==> config.mk <==
export PLATFORM = sky130hd
export DESIGN_NAME = bounded_deque
export DESIGN_NICKNAME = d
export VERILOG_FILES = /design/src/design/bd_pkg.sv /design/src/design/bd_ctrl.sv /design/src/design/bd_datapath.sv /design/src/design/bounded_deque.sv
export SDC_FILE = /design/constraint.sdc
export NUM_CORES = 1
export LEC_CHECK = 0
export ABC_AREA = 1
export BUFFER_PORTS_ARGS = -buffer_cell sky130_fd_sc_hd__buf_2
export CAP_MARGIN = 15
export CORE_AREA = 4 4 237 239
export CTS_CLUSTER_DIAMETER = 120
export DETAILED_ROUTE_END_ITERATION = 8
export DIE_AREA = 0 0 241 243
export PLACE_DENSITY_LB_ADDON = 0.2
export SYNTH_ARGS = -nofsm -noshare
export SYNTH_HDL_FRONTEND = slang
export SYNTH_HIERARCHICAL = 1
export SYNTH_SLANG_ARGS = --single-unit
==> constraint.sdc <==
create_clock -name clk -period 10 [get_ports clk]
set_clock_uncertainty 0.1 [all_clocks]
set_input_delay 0.5 -clock clk [delete_from_list [all_inputs] [get_ports clk]]
set_output_delay 0.5 -clock clk [all_outputs]
set_load 0.01 [all_outputs]
==> src/design/bd_pkg.sv <==
`timescale 1ns / 1ps
`default_nettype none
// ----------------------------------------------------------------------------
// bd_pkg
// Types, codes and helpers shared by the bounded deque modules.
// ----------------------------------------------------------------------------
package bd_pkg;

	localparam int DEPTH   = 16;
	localparam int PTR_W   = (DEPTH > 1) ? $clog2(DEPTH) : 1;
	localparam int CNT_W   = $clog2(DEPTH + 1);
	localparam int SUM_W   = $clog2(2 * DEPTH);
	localparam int DATA_W  = 32;
	localparam int OP_W    = 3;
	localparam int STAT_W  = 2;
	localparam int ITEM_W  = 5;

	localparam logic [OP_W-1:0] OP_PUSH_FRONT = 3'd0;
	localparam logic [OP_W-1:0] OP_PUSH_BACK  = 3'd1;
	localparam logic [OP_W-1:0] OP_POP_FRONT  = 3'd2;
	localparam logic [OP_W-1:0] OP_POP_BACK   = 3'd3;
	localparam logic [OP_W-1:0] OP_QUERY      = 3'd4;

	localparam logic [STAT_W-1:0] ST_DONE  = 2'd0;
	localparam logic [STAT_W-1:0] ST_FULL  = 2'd1;
	localparam logic [STAT_W-1:0] ST_EMPTY = 2'd2;

	typedef struct packed {
		logic [OP_W-1:0]          opcode;
		logic signed [DATA_W-1:0] value;
	} cmd_t;

	typedef struct packed {
		logic [STAT_W-1:0]        status;
		logic signed [DATA_W-1:0] front_value;
		logic signed [DATA_W-1:0] back_value;
		logic [ITEM_W-1:0]        item_count;
		logic                     is_empty;
	} res_t;

	typedef struct packed {
		logic apply;
		logic read;
	} dp_ctrl_t;

	typedef enum logic [1:0] {
		S_IDLE,
		S_READ,
		S_SEND
	} state_t;

	function automatic logic [PTR_W-1:0] wrap_slot(input logic [SUM_W-1:0] pos);
		logic [SUM_W-1:0] adj;
		adj = (pos >= SUM_W'(DEPTH)) ? pos - SUM_W'(DEPTH) : pos;
		return adj[PTR_W-1:0];
	endfunction

endpackage
`default_nettype wire

==> src/design/bd_ctrl.sv <==
`timescale 1ns / 1ps
`default_nettype none
// ----------------------------------------------------------------------------
// bd_ctrl
// Sequencer for one operation: update, store read, result beat.
// ----------------------------------------------------------------------------
module bd_ctrl
	import bd_pkg::*;
(
	input  wire logic     clk,
	input  wire logic     arst_n,
	input  wire logic     cmd_valid,
	output logic          cmd_stall,
	output logic          res_valid,
	input  wire logic     res_stall,
	output dp_ctrl_t      ctrl
);

	state_t state_q;
	state_t state_d;

	always_ff @(posedge clk or negedge arst_n) begin
		if (!arst_n) begin
			state_q <= S_IDLE;
		end else begin
			state_q <= state_d;
		end
	end

	always_comb begin
		state_d = state_q;
		unique case (state_q)
			S_IDLE: begin
				if (cmd_valid) state_d = S_READ;
			end
			S_READ: begin
				state_d = S_SEND;
			end
			S_SEND: begin
				if (!res_stall) state_d = S_IDLE;
			end
			default: begin
				state_d = S_IDLE;
			end
		endcase
	end

	always_comb begin
		cmd_stall  = 1'b1;
		res_valid  = 1'b0;
		ctrl.apply = 1'b0;
		ctrl.read  = 1'b0;
		unique case (state_q)
			S_IDLE: begin
				cmd_stall  = 1'b0;
				ctrl.apply = cmd_valid;
			end
			S_READ: begin
				ctrl.read = 1'b1;
			end
			S_SEND: begin
				res_valid = 1'b1;
			end
			default: begin
				cmd_stall = 1'b1;
			end
		endcase
	end

endmodule
`default_nettype wire

==> src/design/bd_datapath.sv <==
`timescale 1ns / 1ps
`default_nettype none
// ----------------------------------------------------------------------------
// bd_datapath
// Circular store with head pointer, occupancy count and result registers.
// ----------------------------------------------------------------------------
module bd_datapath
	import bd_pkg::*;
(
	input  wire logic     clk,
	input  wire logic     arst_n,
	input  wire dp_ctrl_t ctrl,
	input  wire cmd_t     cmd,
	output res_t          res
);

	logic [DATA_W-1:0] mem [DEPTH];

	logic [PTR_W-1:0]  head_q;
	logic [CNT_W-1:0]  count_q;
	logic [STAT_W-1:0] status_q;
	logic [DATA_W-1:0] front_q;
	logic [DATA_W-1:0] back_q;

	logic [PTR_W-1:0]  head_d;
	logic [CNT_W-1:0]  count_d;
	logic [STAT_W-1:0] status_d;
	logic              full;
	logic              empty;
	logic              we;
	logic [PTR_W-1:0]  waddr;
	logic [PTR_W-1:0]  head_dec;
	logic [PTR_W-1:0]  head_inc;
	logic [PTR_W-1:0]  tail;
	logic [PTR_W-1:0]  back_addr;

	assign full     = (count_q == CNT_W'(DEPTH));
	assign empty    = (count_q == '0);
	assign head_dec = (head_q == '0) ? PTR_W'(DEPTH - 1) : head_q - 1'b1;
	assign head_inc = wrap_slot(SUM_W'(head_q) + SUM_W'(1));
	assign tail     = wrap_slot(SUM_W'(head_q) + SUM_W'(count_q));
	assign back_addr = wrap_slot(SUM_W'(head_q) + SUM_W'(count_q) - SUM_W'(1));

	always_comb begin
		head_d   = head_q;
		count_d  = count_q;
		status_d = ST_DONE;
		we       = 1'b0;
		waddr    = tail;
		unique case (cmd.opcode) inside
			OP_PUSH_FRONT, OP_PUSH_BACK: begin
				if (full) begin
					status_d = ST_FULL;
				end else begin
					we      = 1'b1;
					count_d = count_q + 1'b1;
					if (cmd.opcode == OP_PUSH_FRONT) begin
						head_d = head_dec;
						waddr  = head_dec;
					end
				end
			end
			OP_POP_FRONT, OP_POP_BACK: begin
				if (empty) begin
					status_d = ST_EMPTY;
				end else begin
					count_d = count_q - 1'b1;
					if (cmd.opcode == OP_POP_FRONT) head_d = head_inc;
				end
			end
			default: begin
				status_d = ST_DONE;
			end
		endcase
	end

	always_ff @(posedge clk or negedge arst_n) begin
		if (!arst_n) begin
			head_q   <= '0;
			count_q  <= '0;
			status_q <= ST_DONE;
		end else if (ctrl.apply) begin
			head_q   <= head_d;
			count_q  <= count_d;
			status_q <= status_d;
		end
	end

	always_ff @(posedge clk) begin
		if (ctrl.apply && we) mem[waddr] <= cmd.value;
	end

	always_ff @(posedge clk) begin
		if (ctrl.read) begin
			front_q <= mem[head_q];
			back_q  <= mem[back_addr];
		end
	end

	// empty deque reports zero ends
	assign res.status      = status_q;
	assign res.front_value = empty ? '0 : front_q;
	assign res.back_value  = empty ? '0 : back_q;
	assign res.item_count  = ITEM_W'(count_q);
	assign res.is_empty    = empty;

endmodule
`default_nettype wire

==> src/design/bounded_deque.sv <==
`timescale 1ns / 1ps
`default_nettype none
// ----------------------------------------------------------------------------
// bounded_deque
// Double-ended queue of signed 32-bit values in a circular store.
// ----------------------------------------------------------------------------
// Each command beat (push front, push back, pop front, pop back, query) gives
// one result beat with status, front and back elements, count and empty flag.
// A push when full and a pop when empty leave the deque unchanged and are
// flagged in status. A command occupies the block until its result beat is
// taken: the pointers are updated and the store written, then the front and
// back slots get a registered two-port read, then the result beat is shown.
// The next command is taken in the cycle after its result beat is taken.
module bounded_deque
	import bd_pkg::*;
(
	input  wire logic clk,
	input  wire logic arst_n,
	input  wire logic cmd_valid,
	output logic      cmd_stall,
	input  wire cmd_t cmd,
	output logic      res_valid,
	input  wire logic res_stall,
	output res_t      res
);

	dp_ctrl_t ctrl;

	bd_ctrl u_ctrl (
		.clk       (clk),
		.arst_n    (arst_n),
		.cmd_valid (cmd_valid),
		.cmd_stall (cmd_stall),
		.res_valid (res_valid),
		.res_stall (res_stall),
		.ctrl      (ctrl)
	);

	bd_datapath u_dp (
		.clk    (clk),
		.arst_n (arst_n),
		.ctrl   (ctrl),
		.cmd    (cmd),
		.res    (res)
	);

endmodule
`default_nettype wire

== Word-level counts from Yosys, hierarchy flattened ==
Memory sizes are Yosys's and may differ from the RTL's. A register that Yosys moved wholly into a read port is not among the register bits.
Cells that the tools add are included.
Word-level totals
  bits in registers: 13
  latch bits: 0
  RAM bits: 512
  bits in read-only memories: 0
  output and inout bits: 74
  word-level logic and storage cells: 71
  memories: 1
Memories
  u_dp.mem: words 16, bits a word 32, rd ports 2, clocked after Yosys merged registers in 2, write ports 1, line bd_datapath.sv:17  | logic [DATA_W-1:0] mem [DEPTH];
Cells by class
  add/subtract/negate cells: 9
  multipliers: 0
  divide/modulo/power cells: 0
  magnitude comparators: 3
  equality and inequality tests: 12
  shifts and indexed selects: 0
  mux-type cells: 31
  bitwise logic cells: 0
  reduce and logical (&&, ||, !) cells: 11
Operators with widths (count)
  2-to-1 mux 32 bit: 2
  2-to-1 mux 4 bit: 11
  subtractor 4 x 1 -> 4 bit (second input constant): 4
  >= comparator 5 bit (second input constant): 3
  2-to-1 mux 5 bit: 2
  one-hot mux 5 bit (2 select lines): 1
  subtractor 5 x 1 -> 5 bit (second input constant): 2
  2-to-1 mux 1 bit: 9
  inequality test 2 bit (second input constant): 4
  one-hot mux 4 bit (2 select lines): 1
  == test 3 x 2 -> 1 bit (second input constant): 2
  2-to-1 mux 2 bit: 3
  one-hot mux 2 bit (3 select lines): 1
  AND reduction 6 bit: 1
  adder 4 x 1 -> 5 bit (second input constant): 1
  adder 4 x 5 -> 5 bit: 1
  adder 5 x 1 -> 5 bit (second input constant): 1
  == test 5 bit (second input constant): 1
  zero test 5 bit: 1
  zero test 4 bit: 1
  inequality test 2 x 1 -> 1 bit (second input constant): 2
  one-hot mux 2 bit (2 select lines): 1
  AND reduction 4 bit: 1
  OR reduction 2 bit: 2
  8 further kinds: 8

== Depth between registers and ports, before layout ==
  word-level depth: 6
  mapped depth: 14
  depth with buffers taken out: 11

== By module ==
The synthesis kept the hierarchy.
Modules (own cells, without submodules)
  bd_datapath: instances 1, cells an instance 2928, area an instance 29271.8 um^2, seq. area each 17571.9 um^2
  bd_ctrl: instances 1, cells an instance 14, area an instance 102.6 um^2, seq. area each 50.0 um^2

== Worst setup path before layout ==
Ideal clock, no wire load.
  kind: register to register
  start: register u_dp.head_q[1]
  end: memory u_dp.mem[12][0] (enable)
  setup time: 0.421 ns
  arrival time: 3.164 ns
  required time: 9.479 ns
  setup slack: 6.315 ns
  stages on the path, launching flop included: 15
  clock period less this slack: 3.685 ns
  cells stage by stage: dfrtp_1 > buf_4 > buf_2 > buf_1 > inv_1 > ha_1 > inv_1 > nand2_1 > nand2_1 > inv_1 > nand3_1 > nand2_1 > nor2_1 > nand2_1 > nor2_1
Between the ends
  word-level cells in the longest chain between the ends: 6
  elaborated cells on any way between the ends: 10
  those cells by class: add/sub: 3; order compare: 1; mux: 5; reduce/logical: 1
Ends and longest elaborated chain
  from (decl): line bd_datapath.sv:19  | logic [PTR_W-1:0] head_q;
  from (signal assigned): line bd_datapath.sv:79  | head_q <= '0;
  from (signal assigned): line bd_datapath.sv:83  | head_q <= head_d;
  adder 4 x 5 -> 5 bit: line bd_datapath.sv:41  | assign tail = wrap_slot(SUM_W'(head_q) + SUM_W'(count_q));
  subtractor 4 x 1 -> 4 bit / >= comparator 5 bit (equally long branches): line bd_pkg.sv:54  | adj = (pos >= SUM_W'(DEPTH)) ? pos - SUM_W'(DEPTH) : pos;
  2-to-1 mux 4 bit: line bd_pkg.sv:54
  2-to-1 mux 4 bit: line bd_datapath.sv:57  | if (cmd.opcode == OP_PUSH_FRONT) begin
  2-to-1 mux 4 bit: line bd_datapath.sv:52  | if (full) begin
  2-to-1 mux 4 bit *: line bd_datapath.sv:50  | unique case (cmd.opcode) inside
  to (decl): line bd_datapath.sv:17
Mark *: on every way between the ends. The rest lies on a longest branch, timed or not.

== Worst setup path after layout ==
  start: register u_dp.head_q[0]
  end: register u_dp.back_q[30], read port of u_dp.mem, data pin
Between the ends
  word-level cells in the longest chain between the ends: 4
  elaborated cells on any way between the ends: 5
  those cells by class: add/sub: 3; order compare: 1; mux: 1
Ends and longest elaborated chain
  adder 4 x 5 -> 5 bit *: line bd_datapath.sv:42  | assign back_addr = wrap_slot(SUM_W'(head_q) + SUM_W'(count_q) - SUM_W'(1));
  subtractor 5 x 1 -> 5 bit *: line bd_datapath.sv:42
  subtractor 4 x 1 -> 4 bit / >= comparator 5 bit (equally long branches): line bd_pkg.sv:54
  2-to-1 mux 4 bit *: line bd_pkg.sv:54
  to (decl): line bd_datapath.sv:23  | logic [DATA_W-1:0] back_q;
Marked as above.
A chain may end at the register's enable or synchronous reset.

==> out/summary.md <==
Run status
- finished, final reports clean — run status

Worst setup path
- 5.25 ns — Critical Path AT
- u_dp/head_q[0]$_DFFE_PN0P_ — reg-to-reg startpoint
- flip-flop — Worst Setup Start Kind
- 1.00 ns — delay contributed by the slowest stage of the critical path
- 10.38 ns — worst path required time
- ha_4, inv_2, ha_4, inv_4, buf_4, a21oi_1, o21ai_0, nand3_1, nand2_1, nand2_1, nand2_1 — worst path cell trace
- 11 — r2r worst-path depth
- u_dp/head_q[0]$_DFFE_PN0P_ — launching instance or port of the critical path
- 5.12 ns — internal reg-to-reg setup slack
- reg -> reg — worst setup path category
- dfrtp_4 — Critical Path Slowest Stage Cell
- 77 — largest fanout on the critical path
- flip-flop — type of element capturing the critical path
- nand2_1 — cell seen most often among critical-path stages

Routing
- 2527 — number of DRC violations after detailed-routing iteration 0
- 0 — antenna-violating nets left
- 22606 — DR vias
- 22.5 um — Avg WL per Cell
- 6.13 — routed vias/inst
- 6 — drt pass-1 iters
- 82800 um — wire length reported by the detailed router
- 0 — post-detailed-route DRC marker count

Clock tree
- clkbuf_16 — CTS root buf
- 61 — total clock buffers created by CTS
- 589 — clock net sink count
- 0 — setup fix buffers added after clock tree synthesis
- 0.62 ns — Skew-Pair Late Insertion Delay
- 3 — Max Buffers Root-to-Sink
- yes — TritonCTS clock tree
- 2 — Max H-tree Level
- 0.06 ns — clock input transition at the sequential cells of the worst setup and hold paths

Logic synthesis
- 0.600 — sequential share of the synthesized area
- 0.127 — simple-gate share of the synthesized area
- 29400 um^2 — Syn Std Cell Area
- 2992 — synthesized netlist net count
- 2942 — Post-Synthesis Cells
- 0.00520 — adder and majority cell fraction of the synthesized area
- 30 — unique cell type count in the Yosys netlist
- 0.176 — share of the synthesized area in compound gates (AO/OA/AOI/OAI)
- compound AO/OA/AOI/OAI gates — combinational family with the most area after synthesis
- 6 — YS warnings
- 9.98 um^2 — mean area per synthesized cell
- 0.00239 — post-synthesis xor/xnor area fraction
- 0 — multiplexer fraction of the synthesized cell area
- 589 — flip-flop and latch count after synthesis

Floorplanning
- 85 — row count
- 243 um — chip height
- 241 um — Die X
- 58600 um^2 — area of the die
- 0.546 — initial core utilization
- 53800 um^2 — standard cell core area
- 113 — Top Ports

STA
- 0.227 — Max transition margin
- 5.12 ns — final critical-path setup slack
- 0.488 — final worst-path cycle share
- no — RSZ-0062 raised after global routing
- 1.16 ns — transition at the pin with the smallest max-transition slack
- 205 MHz — highest clock rate
- 0 — final number of setup-violating endpoints
- 0 — Hold Fails Final Rpt
- 0 ns — setup tns final
- 0 — fin. max-slew vios
- 4.88 ns — time the final worst path needs with I/O delays and setup

Hold path
- 3 — number of stages on the worst hold path
- in -> reg — type of the most critical hold path
- cmd_valid — worst hold start

Placement
- 0.846 — final weighted congestion of routability-driven global placement
- 5.32 ns — minimum setup slack after placement
- 112 — Port Buffers
- 30000 um^2 — post-placement cell area
- 43000 um — DPL Wire Length

Global routing
- 0.0521 — met3 usage in global routing
- 0.275 — GRT Overall Usage
- 5 — initial antenna violation count
- 0 — remaining global-route overflow
- 0.369 — global routing usage on met1
- 0.441 — met2 track utilization from global routing
- met2 — layer carrying the most global-route usage
- 125000 um — first-pass GRT wire length
- 249 — pin count of the biggest net entering global routing
- 21820 — via count of the first global-routing pass

Cells and area
- 2988 — Layout Nets
- 0.595 — core occupancy in the finished layout
- 9.04% — area overhead of the layout relative to synthesis
- 32000 um^2 — fin area
- 4463 — number of filler cells placed in the layout
- 0.127 — fraction of final layout cells sized beyond drive strength 1

Flow run
- 0 — number of maximum-capacitance violations

flip-flops by register name (all words and copies together), names as in the netlist:
| signal | flops |
|---|---|
| u_dp/mem | 512 |
| u_dp/back_q | 32 |
| u_dp/front_q | 32 |
| u_dp/count_q | 5 |
| u_dp/head_q | 4 |
| u_ctrl/state_q | 2 |
| u_dp/status_q | 2 |
layout make-up:
| class | instances | area [um^2] | share of cell area |
|---|---|---|---|
| well taps | 696 | 871 | 0.0272 |
| flip-flops and latches | 589 | 17600 | 0.550 |
| multi-input cells | 1782 | 9300 | 0.290 |
| clock inverters | 40 | 447 | 0.0139 |
| repair buffers | 153 | 883 | 0.0276 |
| inverters | 351 | 1320 | 0.0413 |
| diodes | 2 | 5.00 | 0.000156 |
| clock buffers | 72 | 1570 | 0.0489 |
final timing paths:
check / to
setup reg to reg: u_dp/back_q[30]$_DFFE_PP_
min in group asynchronous: u_dp/count_q[0]$_DFFE_PN0P_
setup / recovery: u_dp/back_q[30]$_DFFE_PP_
max in group asynchronous: u_dp/head_q[0]$_DFFE_PN0P_
hold / removal: u_ctrl/state_q[0]$_DFFE_PN0P_
hold reg to reg: u_dp/status_q[1]$_DFFE_PN0P_
through the flow:
step / instances / hold slack, ns
after floorplan: 2942 / 0.104
after global placement: 3570 / 0.313
after detailed placement: 3570 / 0.322
after CTS: 3683 / 0.00532
after global routing: 3685 / 0.0421
final: 3685 / 0.0317
Yosys cell counts, drive strengths merged:
library cell	count	area [um^2]
nor2	34	135
xnor2	2	17.5
xor2	6	52.6
buf	149	1030
ha	9	113
clkbuf	71	267
a21oi	387	2140
dfrtp	13	325
edfxtp	576	17300
nand4	4	25.0
nand3b	1	7.51
nand2	470	1830
and2	1	6.26
nand3	346	1740
o211ai	128	1070
inv	351	1320
o21ai	392	1960
fa	2	40.0
critical path: cells and delay by family, from the launching register on:
| family | cells | cell delay (ns) |
|---|---|---|
| buffers and inverters | 3 | 1.69 |
| adders and majority gates | 2 | 1.09 |
| DFF | 1 | 1.00 |
| and+or+nand+nor | 4 | 0.46 |
| AOI/OAI and AO/OA | 2 | 0.23 |
kinds of logic (layout without fill, tap and decap cells):
kind of cell,after synthesis,after routing
other cells,0,2
fa+ha+maj,11,11
xor+xnor,8,8
flops,589,589
compound gates,907,907
simple gates,856,856
buf+inv,571,616
routing by layer:
layer | vias to the layer above | share of wire
met5 | - | 0.00056
met4 | 6 | 0.044
met3 | 243 | 0.096
met2 | 1224 | 0.47
met1 | 10800 | 0.39
li1 | 10333 | -
placed cells by master, fill, tap and decap left out, drive strengths merged:
cell type    Yosys  layout
a21oi          387     387
and2             1       1
buf            149     152
bufinv           0      10
clkbuf          71      72
clkinv           0      28
clkinvlp         0       2
dfrtp           13      13
diode            0       2
dlygate4sd3      0       1
edfxtp         576     576
fa               2       2
ha               9       9
inv            351     351
nand2          470     470
nand3          346     346
nand3b           1       1
nand4            4       4
nor2            34      34
o211ai         128     128
o21ai          392     392
xnor2            2       2
xor2             6       6
timing repair:
action                    CTS  global route
hold buffers                1             0
hold endpoints to repair   13             0
gates resized for setup     0             0
Power is left out: the tool's default activity adds up to more than one toggle a clock period on the data nets, which glitch-free logic cannot reach.
